<file path="config.mk">
export PLATFORM = sky130hd
export DESIGN_NAME = phx_round
export DESIGN_NICKNAME = d
export VERILOG_FILES = /design/src/hdl/phx_pkg.sv /design/src/hdl/phx_round.sv
export SDC_FILE = /design/constraint.sdc
export NUM_CORES = 2
export LEC_CHECK = 0
export BUFFER_PORTS_ARGS = -buffer_cell sky130_fd_sc_hd__buf_2
export CAP_MARGIN = 5
export CORE_ASPECT_RATIO = 1.5
export CORE_MARGIN = 2
export CORE_UTILIZATION = 64
export CTS_CLUSTER_SIZE = 25
export DETAILED_ROUTE_END_ITERATION = 6
export PLACE_DENSITY = 0.85
export SETUP_SLACK_MARGIN = 0.02
export SLEW_MARGIN = 20
export SYNTH_ARGS = -nofsm -noshare
export SYNTH_HDL_FRONTEND = slang
export SYNTH_SLANG_ARGS = --single-unit
</file>
<file path="constraint.sdc">
create_clock -name clk -period 10.1 [get_ports clk]
set_input_delay 0.505 -clock clk [delete_from_list [all_inputs] [get_ports clk]]
set_output_delay 0.505 -clock clk [all_outputs]
set_load 0.005 [all_outputs]
</file>
<file path="src/hdl/phx_pkg.sv">
// ----------------------------------------------------------------------------
// phx_pkg - shared types and constants for the Philox counter RNG
// Beat payload structs, the per-stage lane struct, and the round constants.
// ----------------------------------------------------------------------------
package phx_pkg;

  // Default round count
  localparam int ROUNDS_DEFAULT = 10;

  // Philox-4x32 multipliers and Weyl key increments
  localparam logic [31:0] MUL_A     = 32'hD251_1F53;
  localparam logic [31:0] MUL_B     = 32'hCD9E_8D57;
  localparam logic [31:0] WEYL_A    = 32'h9E37_79B9;
  localparam logic [31:0] WEYL_B    = 32'hBB67_AE85;
  localparam logic [31:0] KEY_TWEAK = 32'hDEAD_BEEF;

  // Request beat
  typedef struct packed {
    logic [31:0] seed;
    logic [31:0] counter;
  } req_t;

  // Response beat
  typedef struct packed {
    logic [31:0] raw_word;
    logic [31:0] unit_value;
  } rsp_t;

  // One pipeline stage: valid bit, seed for key derivation, counter block
  typedef struct packed {
    logic        valid;
    logic [31:0] seed;
    logic [31:0] c0;
    logic [31:0] c1;
    logic [31:0] c2;
    logic [31:0] c3;
  } lane_t;

endpackage

</file>
<file path="src/hdl/phx_round.sv">
// ----------------------------------------------------------------------------
// phx_round - one registered Philox round
// Two 32x32 multiplies, word swap with key XOR; key for this round is
// derived from the seed plus a per-stage multiple of the Weyl constants.
// ----------------------------------------------------------------------------
module phx_round #(
  parameter int STAGE = 0
) (
  input  logic           clk,
  input  logic           rst,
  input  logic           en,
  input  phx_pkg::lane_t lane_in,
  output phx_pkg::lane_t lane_out
);

  // Key offsets for this round, folded at elaboration
  localparam logic [63:0] OFS_A_W = 64'(STAGE) * {32'd0, phx_pkg::WEYL_A};
  localparam logic [63:0] OFS_B_W = 64'(STAGE) * {32'd0, phx_pkg::WEYL_B};
  localparam logic [31:0] OFS_A   = OFS_A_W[31:0];
  localparam logic [31:0] OFS_B   = OFS_B_W[31:0];

  logic [63:0]    prod_a;
  logic [63:0]    prod_b;
  logic [31:0]    key0;
  logic [31:0]    key1;
  phx_pkg::lane_t lane_next;

  // Round keys
  assign key0 = lane_in.seed + OFS_A;
  assign key1 = (lane_in.seed ^ phx_pkg::KEY_TWEAK) + OFS_B;

  // Unsigned full products
  assign prod_a = {32'd0, phx_pkg::MUL_A} * {32'd0, lane_in.c0};
  assign prod_b = {32'd0, phx_pkg::MUL_B} * {32'd0, lane_in.c2};

  // Swap and mix
  always_comb begin
    lane_next       = lane_in;
    lane_next.c0    = prod_b[63:32] ^ lane_in.c1 ^ key0;
    lane_next.c1    = prod_b[31:0];
    lane_next.c2    = prod_a[63:32] ^ lane_in.c3 ^ key1;
    lane_next.c3    = prod_a[31:0];
  end

  // Stage register; only the valid bit is reset
  always_ff @(posedge clk) begin
    if (rst) begin
      lane_out.valid <= 1'b0;
    end else if (en) begin
      lane_out <= lane_next;
    end
  end

endmodule

</file>
==> flow_summary.json <==
{
  "avgSynthCellArea_um2": 10.5,
  "clock_skew_ps": 0,
  "yosysWarnings": 0,
  "crit_required_ps": 10350,
  "grtUsageTotal": 0.394,
  "ant_nets": 0,
  "rsz0062_at_grt": "false",
  "cts.repair.resized": 0,
  "viasPerCell": 5.70,
  "layout-drive-gt1-share": 0.0883,
  "top_register": "lane_out",
  "antenna_found_initial": 2,
  "largest_reg_flops": 161,
  "grt_max_degree": 71,
  "min_period_over_period": 0.795,
  "htree_num_levels": 4,
  "gp_congestion": 1.08,
  "multi_input_area_um2": 32600,
  "timing.rr.start": "lane_out[160]",
  "synthTopCellsByCount": "inv_1, fa_1, ha_1, xnor2_1, edfxtp_1",
  "fin_area_um2": 45400,
  "io_pins": 325,
  "core_area_um2": 65500,
  "clkLatencyLatePin_ps": 500,
  "yosysUniqueCellTypes": 71,
  "status": "complete, no violations",
  "postCtsSetupBuffers": 0,
  "fillers": 4979,
  "hp-start": "rst",
  "reg2reg_slack_ps": 9520,
  "dr.pass1.iters": 5,
  "finalHoldViolCount": 0,
  "tightest_slew_ps": 1040,
  "min_to": "lane_out[160]",
  "numClockSinks": 161,
  "drtIter0Drc": 1811,
  "crit_family": "adder cells",
  "r2r-end": "lane_out[160]",
  "place_area_um2": 44800,
  "holdPathStages": 2,
  "drv_slew": 0,
  "min_period_ps": 8030,
  "nNetsFinal": 6099,
  "dp_hpwl_um": 114000,
  "clk_path_buf_depth": 2,
  "crit_type": "in2reg",
  "post-route-drc-count": 0,
  "clkTransAtPathRegs_ps": 70,
  "relSlewSlack": 0.307,
  "vias": 29800,
  "fmax_ghz": 0.125,
  "dr_wl_met3_um": 7740,
  "grt_pass1_wl_um": 192000,
  "synth_area_leaders": "fa_1, ha_1, edfxtp_1",
  "syn-cell-area_um2": 42200,
  "numPortBuffers": 324,
  "synthesis.nets": 5786,
  "met2_length_um": 64600,
  "area_growth_pct": 7.65,
  "min_path_type": "in2reg",
  "cts_root_buf": "clkbuf_16",
  "top_regs": "lane_out: 161 flops",
  "dieWidth_um": 214,
  "fin_setup_tns_ps": 0,
  "synth_ff_type": "edfxtp_1",
  "cp_common_cell": "fa_1",
  "critPathLaunchType": "input pin",
  "register_area_um2": 4820,
  "wl_um": 127000,
  "synth_largest_area_cell": "fa_1",
  "cp_num_buf_inv": 7,
  "async_flop_share": 0,
  "wl_met1_um": 43300,
  "cap_violations": 0,
  "fp-row-count": 115,
  "synth.most_common_cell": "inv_1",
  "die-area_um2": 68100,
  "initial_utilization": 0.645,
  "worst_path_max_delay_cell": "a2111oi_1",
  "path_max_fanout": 9,
  "hold_ws_ps": 202,
  "cts_inserted_buffers": 17,
  "finalSetupViolCount": 0,
  "post_drt_wl_per_cell_um": 24.4,
  "cts_tree": "yes",
  "seq_area_frac_synth": 0.114,
  "synthCells": 4013,
  "rr_worst_depth": 2,
  "worstSetupEndpointType": "register",
  "top_layer": "met4",
  "cpPeakStageDelay_ps": 940,
  "synth-seq-cells": 161,
  "grt_overflow_total": 0,
  "synth_top_area_frac": 0.382,
  "synth_edf_count": 160,
  "cts_hold_buf": 0,
  "crit_arrival_ps": 8280,
  "fp.dieH_um": 319,
  "grt_pass1_vias": 33400
}
## routing by layer
metal,up-vias,track usage
li1,13100,-
met1,14900,0.437
met2,1273,0.677
met3,501,0.0606
met4,0,0.295
met5,-,0
## area by class of cell
| type | count | area share |
|---|---|---|
| Tap cell | 877 | 0.0242 |
| Clock inverter | 15 | 0.00410 |
| Antenna cell | 1 | 0.0000551 |
| Multi-Input combinational cell | 2581 | 0.718 |
| Inverter | 1238 | 0.102 |
| Clock buffer | 17 | 0.00936 |
| Timing Repair Buffer | 327 | 0.0362 |
| Sequential cell | 161 | 0.106 |
## kinds of logic (layout without fill, tap and decap cells)
kind of cell | after synthesis | count (layout) | synth area share
fa+ha+maj | 1609 | 1609 | 0.620
buf+inv | 1271 | 1597 | 0.113
compound gates | 402 | 402 | 0.0622
simple gates | 309 | 309 | 0.0357
xor+xnor | 258 | 258 | 0.0535
flops | 161 | 161 | 0.114
mux | 3 | 3 | 0.000712
other cells | 0 | 1 | 0
## worst max-delay path by stage
stage,cells past startpoint,start,end,slack (ps)
floorplan,1,rst,lane_out[0],1800
global placement,26,lane_in[101],lane_out[62],1740
detailed placement,26,lane_in[101],lane_out[62],1710
CTS,26,lane_in[101],lane_out[62],2210
global route,26,lane_in[101],lane_out[62],1760
finish,26,lane_in[101],lane_out[62],2070
## worst register-to-register path, delay by kind of cell (launching register included)
family	cells	cell delay, ps
flip-flops	1	310
multiplexers	1	120
AND/OR/NAND/NOR	1	50
## metrics by stage
step,cells,setup slack [ps],utilization
final,5217,2070,0.694
after global routing,5217,1760,0.694
after CTS,5216,2210,0.694
after detailed placement,5184,1710,0.685
after global placement,5184,1740,0.685
after floorplan,4013,1800,-
## placed cells by master, fill, tap and decap left out, drive strengths merged, types with 6 or more instances in the layout
cell	Yosys	routed
inv	1237	1247
fa	805	805
ha	804	804
buf	4	327
xnor2	197	197
edfxtp	160	160
a21oi	131	131
nand2	104	104
a21o	82	82
nor2	67	67
o21ai	67	67
xor2	61	61
nand3	24	24
o21bai	24	24
nand4	22	22
a31oi	21	21
clkbuf	29	17
nor3	16	16
nor2b	16	16
and3	16	16
or2	14	14
o21a	11	11
a211oi	9	9
and4	8	8
and2	8	8
o31ai	8	8
nand2b	6	6
a31o	6	6
Power is not shown: default switching activity piles up to over one toggle a cycle in this logic, so the estimate is an artifact.
